`config.mk`:
```
export PLATFORM = sky130hd
export DESIGN_NAME = odrb_front
export DESIGN_NICKNAME = d
export VERILOG_FILES = /design/src/rtl/overwriting_deque_ring_buffer_top_macros.svh /design/src/rtl/odrb_pkg.sv /design/src/rtl/odrb_front.sv
export SDC_FILE = /design/constraint.sdc
export NUM_CORES = 1
export LEC_CHECK = 0
export BUFFER_PORTS_ARGS = -buffer_cell sky130_fd_sc_hd__buf_2
export CAP_MARGIN = 15
export CORE_AREA = 4 4 115 95
export DETAILED_ROUTE_END_ITERATION = 12
export DIE_AREA = 0 0 119 99
export PLACE_DENSITY = 0.79
export REMOVE_ABC_BUFFERS = 1
export SLEW_MARGIN = 30
export SYNTH_ARGS = -nofsm -noshare
export SYNTH_HDL_FRONTEND = slang
export SYNTH_SLANG_ARGS = --single-unit
```
`constraint.sdc`:
```
create_clock -name clock -period 3.7 [get_ports clock]
set_input_delay 0.185 -clock clock [delete_from_list [all_inputs] [get_ports clock]]
set_output_delay 0.185 -clock clock [all_outputs]
set_load 0.005 [all_outputs]
```
`src/rtl/overwriting_deque_ring_buffer_top_macros.svh`:
```
// Assertion macros for the ring buffer sequencer (odrb_back).
`ifndef OVERWRITING_DEQUE_RING_BUFFER_TOP_MACROS_SVH
`define OVERWRITING_DEQUE_RING_BUFFER_TOP_MACROS_SVH

// Expression holds at every clock edge outside reset.
`define ODRB_ASSERT_ALWAYS(label, clk, rst, expr, msg) \
   label: assert property (@(posedge clk) disable iff (rst) (expr)) else $error(msg);

// Consequent holds in the same cycle as the antecedent.
`define ODRB_ASSERT_IMPLY(label, clk, rst, ante, cons, msg) \
   label: assert property (@(posedge clk) disable iff (rst) (ante) |-> (cons)) else $error(msg);

// Consequent holds in the cycle after the antecedent.
`define ODRB_ASSERT_NEXT(label, clk, rst, ante, cons, msg) \
   label: assert property (@(posedge clk) disable iff (rst) (ante) |=> (cons)) else $error(msg);

`endif

```
`src/rtl/odrb_pkg.sv`:
```
// Types and constants of the overwriting deque ring buffer.
package odrb_pkg;

   localparam logic [3:0] KIND_PUSH_BACK  = 4'd0;
   localparam logic [3:0] KIND_PUSH_FRONT = 4'd1;
   localparam logic [3:0] KIND_POP_BACK   = 4'd2;
   localparam logic [3:0] KIND_POP_FRONT  = 4'd3;
   localparam logic [3:0] KIND_READ       = 4'd4;
   localparam logic [3:0] KIND_INSERT     = 4'd5;
   localparam logic [3:0] KIND_ERASE      = 4'd6;
   localparam logic [3:0] KIND_ROTATE     = 4'd7;
   localparam logic [3:0] KIND_CLEAR      = 4'd8;

   localparam logic [1:0] ST_OK    = 2'd0;
   localparam logic [1:0] ST_EMPTY = 2'd1;
   localparam logic [1:0] ST_INDEX = 2'd2;
   localparam logic [1:0] ST_RANGE = 2'd3;

   localparam int QDEPTH = 2;
   localparam int QPTR_W = $clog2(QDEPTH);

   typedef enum logic [3:0] {
      OP_PUSH_BACK,
      OP_PUSH_FRONT,
      OP_POP_BACK,
      OP_POP_FRONT,
      OP_READ,
      OP_INSERT,
      OP_ERASE,
      OP_ROTATE,
      OP_CLEAR,
      OP_NOP
   } op_type;

   typedef enum logic [2:0] {
      S_IDLE,
      S_RD_WAIT,
      S_COPY_RD,
      S_COPY_WR,
      S_FINISH,
      S_RESP
   } state_type;

   typedef struct packed {
      op_type      op;
      logic [10:0] pos;
      logic [10:0] last;
   } cmd_ctl_type;

   typedef struct packed {
      logic [1:0]  status;
      logic [10:0] fill_count;
      logic        is_empty;
      logic        is_full;
   } res_info_type;

endpackage

```
`src/rtl/odrb_front.sv`:
```
// Intake: decode the request kind and queue commands for the sequencer.
module odrb_front #(
   parameter int WORD_BITS = 32
) (
   input  logic                   clock,
   input  logic                   reset,
   input  logic                   req_valid,
   output logic                   req_ready,
   input  logic [3:0]             req_kind,
   input  logic [10:0]            req_pos,
   input  logic [10:0]            req_last,
   input  logic [WORD_BITS-1:0]   req_value,
   output logic                   q_valid,
   input  logic                   q_ready,
   output odrb_pkg::cmd_ctl_type  q_ctl,
   output logic [WORD_BITS-1:0]   q_value
);
   import odrb_pkg::*;

   cmd_ctl_type          ctl_ff   [QDEPTH];
   logic [WORD_BITS-1:0] value_ff [QDEPTH];
   logic [QPTR_W-1:0]    wr_ptr_ff, wr_ptr_in;
   logic [QPTR_W-1:0]    rd_ptr_ff, rd_ptr_in;
   logic [QPTR_W:0]      fill_ff, fill_in;
   cmd_ctl_type          dec_ctl;
   logic                 push, pop;

   // Classify the kind; unknown kinds become a no-op.
   always_comb begin
      dec_ctl.pos  = req_pos;
      dec_ctl.last = req_last;
      unique case (req_kind)
         KIND_PUSH_BACK:  dec_ctl.op = OP_PUSH_BACK;
         KIND_PUSH_FRONT: dec_ctl.op = OP_PUSH_FRONT;
         KIND_POP_BACK:   dec_ctl.op = OP_POP_BACK;
         KIND_POP_FRONT:  dec_ctl.op = OP_POP_FRONT;
         KIND_READ:       dec_ctl.op = OP_READ;
         KIND_INSERT:     dec_ctl.op = OP_INSERT;
         KIND_ERASE:      dec_ctl.op = OP_ERASE;
         KIND_ROTATE:     dec_ctl.op = OP_ROTATE;
         KIND_CLEAR:      dec_ctl.op = OP_CLEAR;
         default:         dec_ctl.op = OP_NOP;
      endcase
   end

   assign req_ready = fill_ff < (QPTR_W + 1)'(QDEPTH);
   assign q_valid   = fill_ff != '0;
   assign push      = req_valid && req_ready;
   assign pop       = q_valid && q_ready;
   assign q_ctl     = ctl_ff[rd_ptr_ff];
   assign q_value   = value_ff[rd_ptr_ff];

   always_comb begin
      wr_ptr_in = push ? wr_ptr_ff + 1'b1 : wr_ptr_ff;
      rd_ptr_in = pop  ? rd_ptr_ff + 1'b1 : rd_ptr_ff;
      fill_in   = fill_ff + (QPTR_W + 1)'(push) - (QPTR_W + 1)'(pop);
   end

   always_ff @(posedge clock) begin
      if (reset) begin
         wr_ptr_ff <= '0;
         rd_ptr_ff <= '0;
         fill_ff   <= '0;
      end else begin
         wr_ptr_ff <= wr_ptr_in;
         rd_ptr_ff <= rd_ptr_in;
         fill_ff   <= fill_in;
      end
   end

   always_ff @(posedge clock) begin
      if (push) begin
         ctl_ff[wr_ptr_ff]   <= dec_ctl;
         value_ff[wr_ptr_ff] <= req_value;
      end
   end

endmodule

```
==> results of run 1 <==
[repair_timing]
item | CTS | global route
buffers inserted | 0 | 0
hold endpoints to repair | 112 | 0
hold buffers | 56 | 0
[area by class of cell]
type	count	area (um2)
sequential	121	3590
fill	647	3170
timing repair buffer	179	1180
multi-input combinational	83	898
clock buffer	21	470
clock inverter	11	170
tap	136	170
inverter	1	3.75
[layer usage]
| metal | track usage, % | vias up | part of all wire, % |
|---|---|---|---|
| met3 | 5.97 | 8 | 6.2 |
| li1 | - | 1213 | - |
| met2 | 29.0 | 87 | 52 |
| met1 | 17.9 | 1229 | 41 |
| met4 | 5.88 | 0 | 0.97 |
| met5 | 0 | - | 0 |
[power groups by stage]
stage | logic, W | registers, W | clock network (W)
2_1_floorplan | 0.000348 | 0.00179 | 0
3_3_place_gp | 0.000568 | 0.00181 | 0
3_5_place_dp | 0.000575 | 0.00182 | 0
4_1_cts | 0.000626 | 0.00179 | 0.00177
5_1_grt | 0.000677 | 0.00181 | 0.00184
6_report | 0.000623 | 0.00179 | 0.00174
[state kept, by name, indices dropped and copies added (netlist names), named ones only]
signal	cells
ctl_ff	52
rd_ptr_ff	1
wr_ptr_ff	1
fill_ff	2
value_ff	64
[logic make-up (layout without fill, tap and decap cells)]
kind of cell | after synthesis | in the layout | share of synthesized area [%]
buf+inv | 7 | 212 | 1.16
flops | 121 | 121 | 79.2
compound gates | 5 | 5 | 0.608
xor+xnor | 2 | 2 | 0.387
simple gates | 17 | 17 | 2.29
mux | 58 | 58 | 16.1
fa+ha+maj | 1 | 1 | 0.276
[worst max-delay path: stages, from the launching register on]
cell and delay [ns]:
sky130_fd_sc_hd__dfxtp_4 0.92, sky130_fd_sc_hd__mux2_2 0.44, sky130_fd_sc_hd__buf_2 0.13
[final timing paths]
| path | start | end | slack (ns) | cells past startpoint |
|---|---|---|---|---|
| worst max-delay path | flip-flop | q_value[22] | 1.57 | 2 |
| worst min-delay path | req_kind[0] | ctl_ff[1][22] | 0.07 | 2 |
| worst max register to register | fill_ff[1] | ctl_ff[1][19] | 1.58 | 3 |
| worst min register to register | rd_ptr_ff | rd_ptr_ff | 0.52 | 2 |
[through the flow]
stage	hold slack (ns)	cells	total power (W)
3_5_place_dp	0.377	464	0.00239
2_1_floorplan	0.254	205	0.00214
5_1_grt	0.0839	552	0.00433
6_report	0.0746	552	0.00416
3_3_place_gp	0.374	464	0.00238
4_1_cts	0.0547	552	0.00419
[cells in the final DEF (no fill, tap or decap)]
cell | synthesis | routed
sky130_fd_sc_hd__a21oi_1 | 1 | 1
sky130_fd_sc_hd__o21a_1 | 1 | 1
sky130_fd_sc_hd__nand3_1 | 1 | 1
sky130_fd_sc_hd__dlygate4sd3_1 | 0 | 56
sky130_fd_sc_hd__inv_1 | 1 | 1
sky130_fd_sc_hd__nor2b_4 | 0 | 1
sky130_fd_sc_hd__dfxtp_4 | 0 | 1
sky130_fd_sc_hd__o21ai_0 | 3 | 3
sky130_fd_sc_hd__clkbuf_1 | 0 | 1
sky130_fd_sc_hd__and4bb_1 | 1 | 1
sky130_fd_sc_hd__edfxtp_1 | 116 | 116
sky130_fd_sc_hd__buf_2 | 3 | 121
sky130_fd_sc_hd__and2_2 | 0 | 1
sky130_fd_sc_hd__ha_1 | 1 | 1
sky130_fd_sc_hd__bufinv_16 | 0 | 4
sky130_fd_sc_hd__nor3_2 | 1 | 1
sky130_fd_sc_hd__clkbuf_8 | 0 | 3
sky130_fd_sc_hd__nand2b_1 | 1 | 1
sky130_fd_sc_hd__buf_4 | 0 | 2
sky130_fd_sc_hd__clkinv_2 | 0 | 2
sky130_fd_sc_hd__nor3_1 | 1 | 1
sky130_fd_sc_hd__xnor2_1 | 1 | 1
sky130_fd_sc_hd__mux2_2 | 38 | 38
sky130_fd_sc_hd__or2_2 | 1 | 1
sky130_fd_sc_hd__mux2_4 | 20 | 20
sky130_fd_sc_hd__clkinvlp_4 | 0 | 3
sky130_fd_sc_hd__clkinv_4 | 0 | 2
sky130_fd_sc_hd__nor2b_1 | 6 | 5
sky130_fd_sc_hd__clkbuf_16 | 0 | 17
sky130_fd_sc_hd__xor2_1 | 1 | 1
sky130_fd_sc_hd__nor2_1 | 4 | 4
sky130_fd_sc_hd__dfxtp_1 | 5 | 4
==> flow_results.org, run 1 <==
** STA
- Setup repair after global routing left no endpoint under its margin.
- Across the routed clock network, the largest skew measured is 0.00759 ns.
- The number of hold violations in the final report was 0.
- Dividing the final minimum period by the clock period gives 57.6%.
- Total of endpoints with negative setup slack in the final report :: 0
- Final count of pins violating max slew :: 0
- Worst Tran Pin Value :: 0.899 ns
- Worst slew slack as a fraction of its limit :: 40.0%
- Sum of negative setup slack :: 0 ns
- The routed design could run at a clock period as short as 2.13 ns.
- Highest achievable clock rate :: 470 MHz
- Once routing completed, OpenROAD measured the worst setup slack at 1.57 ns.

** Floorplanning
- The floorplan has 32 rows.
- Die area :: 11,800 um2
- The die is 99 um tall.
- The floorplan step set the die width to 119 um.
- For this configuration, the core starts out at a cell density of 46.9%.
- During I/O placement, the number of pins put on the boundary was 122.
- Core area :: 9650 um2

** Clock tree
- For this design, the sink count on the clock tree is 121.
- The clock passes through at most 2 buffers.
- Clock root buffer :: sky130_fd_sc_hd__clkbuf_16
- Clock latency on the worst-skew pair, taken at its later pin, is 0.41 ns.
- H-tree level count :: 4
- Cts repair resizes :: 0
- Register clock-pin slew on the reported worst setup and hold paths :: 0.05 ns
- TritonCTS built the clock tree.
- Clock tree synthesis inserted a total of 17 buffers.

** Placement
- Half-perimeter wire length of the detailed placement result :: 5130 um
- Placer's final routability congestion estimate :: 0.680
- The count of buffers added on input and output ports is 121.
- After detailed placement, the total cell area comes to 5280 um2.
- Place WS :: 1.53 ns

** Synthesis
- Most area-consuming cells after synthesis :: sky130_fd_sc_hd__edfxtp_1, sky130_fd_sc_hd__mux2_2, sky130_fd_sc_hd__mux2_4
- After synthesis the netlist holds a flip-flop and latch count of 121.
- The synthesized design spends more area on one cell type than any other, namely sky130_fd_sc_hd__edfxtp_1.
- For this run, the register share of the synthesized area comes to 79.2%.
- Predominant post-synthesis flop cell :: sky130_fd_sc_hd__edfxtp_1
- Share of Yosys cell area claimed by the top area cell type :: 77.0%
- Mean Syn Cell Area :: 21.4 um2
- Number of standard cells after synthesis :: 211
- By instance count, the leading cell after synthesis is sky130_fd_sc_hd__edfxtp_1.
- After synthesis, the most frequently instantiated cells are sky130_fd_sc_hd__edfxtp_1, sky130_fd_sc_hd__mux2_2, sky130_fd_sc_hd__mux2_4, sky130_fd_sc_hd__nor2b_1, sky130_fd_sc_hd__dfxtp_1.
- Number of unique standard cell types used by synthesis :: 22
- Mapped Area :: 4530 um2
- In this run, synthesis inferred 116 flip-flops with an integrated enable.
- During synthesis, Yosys emitted a total of 0 warnings.
- Counting flops with an async set or reset pin after synthesis yields a share of 0%.

** Finish
- Post-synthesis to final-layout area growth :: 43.2%
- Once layout is complete, the utilization of the core stands at 67.2%.
- After routing the design area is 6480 um2.
- Final nets :: 466
- 0 antenna diodes ended up in the layout.
- Layout cell share with drive strength beyond 1 :: 52.2%

** Route
- DRC Markers :: 0
- Routed WL :: 9220 um
- For this block, the via count after detailed routing is 2,537.
- DRT Pass-1 Iters :: 4
- Ratio of routed vias to standard cells :: 4.60
- Dividing the detail-routed wire length by the instance count gives 16.7 um.
- In this run the remaining antenna-violating nets after routing total 0.
- For this block, the initial DRC count from the detailed router was 156.

** Power and ir drop
- Total power divided by cell area :: 641 nW/um2
- In this run, the combinational gates consume 15.0% of the power.
- Proportion of power drawn by flip-flops and latches :: 43.1%
- Cell internal power dissipation :: 0.00323 W
- Maximum VDD drop :: 0.450 mV
- In this run the power spent charging and discharging nets is 0.000923 W.
- Sw Ratio :: 22.2%
- Standby leakage power :: 2.50 nW
- In this run, the clock network consumes 41.9% of the power.

** Critical path
- STA puts the critical path data arrival time at 1.94 ns.
- Maximum fanout along the worst path :: 58
- Kind of capture point of the worst setup path :: output pin
- Kind of start point of the critical path :: flip-flop
- The worst setup path is of the flip-flop to output pin kind.
- Data required time of the worst path :: 3.51 ns

** Run
- Number of max-capacitance violations reported :: 0

** GRT
- The via count of the first global-routing pass came to 2,876.
- Global routing used 16.3% of the available tracks across all layers.
- Summed over all layers, the global routing overflow is 0.
- The initial antenna violation count came to 0.
- Maximum number of pins on one net before global-route repair :: 59
- The first global-routing pass estimated 14,600 um of wire.

** Run status
- The flow ran to the end, and the final reports show no timing, DRC or antenna violations.

** Worst hold path
- In this run the worst hold path is classified as primary input to flip-flop.
Power figures use the tool's default switching activity.
==> inputs of run 2 (changes only) <==
--- a/config.mk
+++ b/config.mk
@@ -7,10 +7,10 @@
 export LEC_CHECK = 0
 export BUFFER_PORTS_ARGS = -buffer_cell sky130_fd_sc_hd__buf_2
 export CAP_MARGIN = 15
-export CORE_AREA = 4 4 115 95
+export CORE_AREA = 4 4 110 91
 export DETAILED_ROUTE_END_ITERATION = 12
-export DIE_AREA = 0 0 119 99
-export PLACE_DENSITY = 0.79
+export DIE_AREA = 0 0 114 95
+export PLACE_DENSITY = 0.82
 export REMOVE_ABC_BUFFERS = 1
 export SLEW_MARGIN = 30
 export SYNTH_ARGS = -nofsm -noshare
==> constraint.sdc (replaced) <==
create_clock -name clock -period 2.1 [get_ports clock]
set_input_delay 0.105 -clock clock [delete_from_list [all_inputs] [get_ports clock]]
set_output_delay 0.105 -clock clock [all_outputs]
set_load 0.005 [all_outputs]
==> run 2 against run 1 <==
  * Via count fell by 0.79%
  * Largest power group unchanged
  * Combinational power rose by 97%
  * Critical path depth rose by 1
  * Largest cell class unchanged
==> flow_results.org, run 2 (synthesis results as in run 1) <==
** Run status
- Run status :: completed

** Placement
- The half-perimeter wire length after placement came to 5170 um (+0.59%).
- The count of placed standard cells including taps was 447 (-3.7%).
- The cell area after placement is 5300 um2 (+0.31%).
- The global placer's final weighted congestion is 0.745 (+9.5%).
- I/O Buffers :: 121 (unchanged)

** Critical path
- Kind of start point of the critical path :: flip-flop
- Kind of capture point of the worst setup path :: output pin
- The critical path in this run is classified as flip-flop to output pin.
- The endpoint arrival time on the critical path came to 1.64 ns (-0.30 ns).
- Maximum fanout along the worst path :: 33 (-43%)
- The critical path required time was 2.00 ns (-1.51 ns).

** Route
- The number of nets with antenna violations after detailed routing was 0 (unchanged).
- Post-DR wirelength/cell :: 16.4 um (-1.8%)
- The initial DRC count came to 75 (-52%).
- DRT Pass-1 Iters :: 4 (unchanged)
- The count of vias placed by the detailed router came to 2,517 (-0.79%).
- The aggregate routed wire length was 8750 um (-5.1%).
- Ratio of routed vias to standard cells :: 4.72 (+2.7%)
- DRC Markers :: 0 (unchanged)

** STA
- Clock period minus worst slack :: 1.74 ns
- Setup repair after global routing left no endpoint under its margin.
- The worst max-slew margin expressed relative to the limit came to 70.1% (+30 points).
- Worst Tran Pin Value :: 0.449 ns (-0.451 ns)
- Total of endpoints with negative setup slack in the final report :: 0 (unchanged)
- Hold Violations, Final :: 0 (unchanged)
- Derived from the worst setup path, the maximum achievable clock frequency is 574 MHz.
- Fraction of the cycle the final worst path needs :: 82.9%
- The max-slew violation count was 0 (unchanged).
- Worst clock skew on the final layout :: 0.0107 ns (+0.00314 ns)

** GRT
- Number of antenna violations at the first check in global routing :: 0 (unchanged)
- The overall overflow remaining after global route is 0 (unchanged).
- The all-layer global routing usage is 16.5% (+0.22 points).
- The largest net degree at the start of global routing was 34 (-42%).
- The via count of the first global-routing pass is 2,627 (-8.7%).
- The global-route wire length before repair is 13,000 um (-11%).

** Floorplanning
- The die span in y came to 95 um (-4.0%).
- The initial core utilization was 50.7% (+3.8 points).
- Core area :: 8920 um2 (-7.5%)
- I/O pin total :: 122 (unchanged)
- The number of rows in the core area was 31 (-3.1%).
- The floorplan die width came to 114 um (-4.2%).
- Die area :: 10,800 um2 (-8.1%)

** Finish
- Most frequent standard cell in the layout excluding fill and tap cells :: sky130_fd_sc_hd__buf_2
- Layout cell share with drive strength beyond 1 :: 51.4% (-0.73 points)
- value_ff holds more flip-flops than any other register.
- Relative to the synthesized area, the layout overhead comes to 42.0%.
- The number of flip-flops in the largest register is 64 (unchanged).
- The area used by multi-input combinational logic came to 898 um2 (unchanged).
- The register area was 3590 um2 (unchanged).
- Antenna diode instance count :: 0 (unchanged)
- In the final layout, the registers with the most flip-flops are value_ff: 64 flops, ctl_ff: 52 flops, fill_ff: 2 flops.
- Final nets :: 471 (+1.1%)
- Leading cell types in the layout, fill and taps excluded :: sky130_fd_sc_hd__buf_2, sky130_fd_sc_hd__edfxtp_1, sky130_fd_sc_hd__dlygate4sd3_1, sky130_fd_sc_hd__mux2_2, sky130_fd_sc_hd__mux2_4
- The area of all placed cells without fillers was 6430 um2 (-0.83%).
- Fin cells :: 533 (-3.4%)
- The number of fillers in the final layout is 544 (-16%).

** Worst hold path
- Hold Path Class :: primary input to flip-flop

** Clock tree
- H-tree level count :: 4 (unchanged)
- The worst-skew pair later-pin latency is 0.40 ns (about the same).
- The CTS clock-pin slew for the worst setup and hold paths came to 0.05 ns (about the same).
- Clock tree from TritonCTS :: done
- Number of clock buffers inserted by TritonCTS :: 17 (unchanged)
- Number of clock sinks :: 121 (unchanged)
- The maximum clock insertion buffer count was 2 (unchanged).
- Cts repair resizes :: 0 (unchanged)
- Clock root buffer :: sky130_fd_sc_hd__clkbuf_16

** Power and ir drop
- Maximum VDD drop :: 0.687 mV (+52%)
- Standby leakage power :: 2.49 nW (-0.27%)
- The power density over the cells was 1090 nW/um2 (+70%).

** Run
- The max-cap violation count is 0 (unchanged).
==> run 2: final timing paths <==
| path | startpoint | slack [ns] | to | cells past startpoint |
|---|---|---|---|---|
| max | flip-flop | 0.36 | q_value[13] | 3 |
| min | req_kind[1] | 0.06 | ctl_ff[0][22] | 3 |
| min reg2reg | rd_ptr_ff | 0.53 | rd_ptr_ff | 2 |
| max reg2reg | fill_ff[1] | 0.47 | value_ff[0][27] | 3 |
==> run 2: per-stage QoR <==
step	utilization [%]	hold WS, ns	total power (W)	TNS [ns]	setup slack (ns)
finish	72.0	0.0637	0.00703	0	0.359
floorplan	-	0.174	0.00377	-118.02	-1.54
CTS	72.0	0.0452	0.00709	0	0.318
global placement	59.4	0.293	0.00422	0	0.572
global route	72.0	0.0589	0.00730	0	0.283
detailed placement	59.4	0.296	0.00425	0	0.518
==> run 2: where the power goes <==
group / total [W] / internal [W] / switching, W
combinational: 0.00123 / 0.000685 / 0.000545
clock: 0.00274 / 0.00182 / 0.000929
sequential: 0.00305 / 0.00296 / 0.0000921
==> run 2: routing by layer <==
layer	up-vias	wire length, um	track usage [%]
met4	0	64	7.72
met2	91	4400	27.4
met3	8	532	5.19
met5	-	0	0
met1	1200	3750	19.7
li1	1218	-	-
==> run 2: layout make-up <==
| cell class | count | share of cell area (%) |
|---|---|---|
| clock buffers | 17 | 6.62 |
| clock inverters | 12 | 2.10 |
| inverters | 1 | 0.0584 |
| multi-input cells | 83 | 14.0 |
| flip-flops and latches | 121 | 55.8 |
| well taps | 115 | 2.24 |
| repair buffers | 184 | 19.2 |
==> run 2: repair_timing <==
action	4_1_cts	5_1_grt
hold endpoints to repair	117	0
hold buffers	57	0
setup buffers	0	0
==> run 2: critical path, cell delays in order (launching register included) <==
cell                      delay [ns]
sky130_fd_sc_hd__dfxtp_4        0.44
sky130_fd_sc_hd__buf_12         0.25
sky130_fd_sc_hd__mux2_2         0.38
sky130_fd_sc_hd__buf_2          0.13
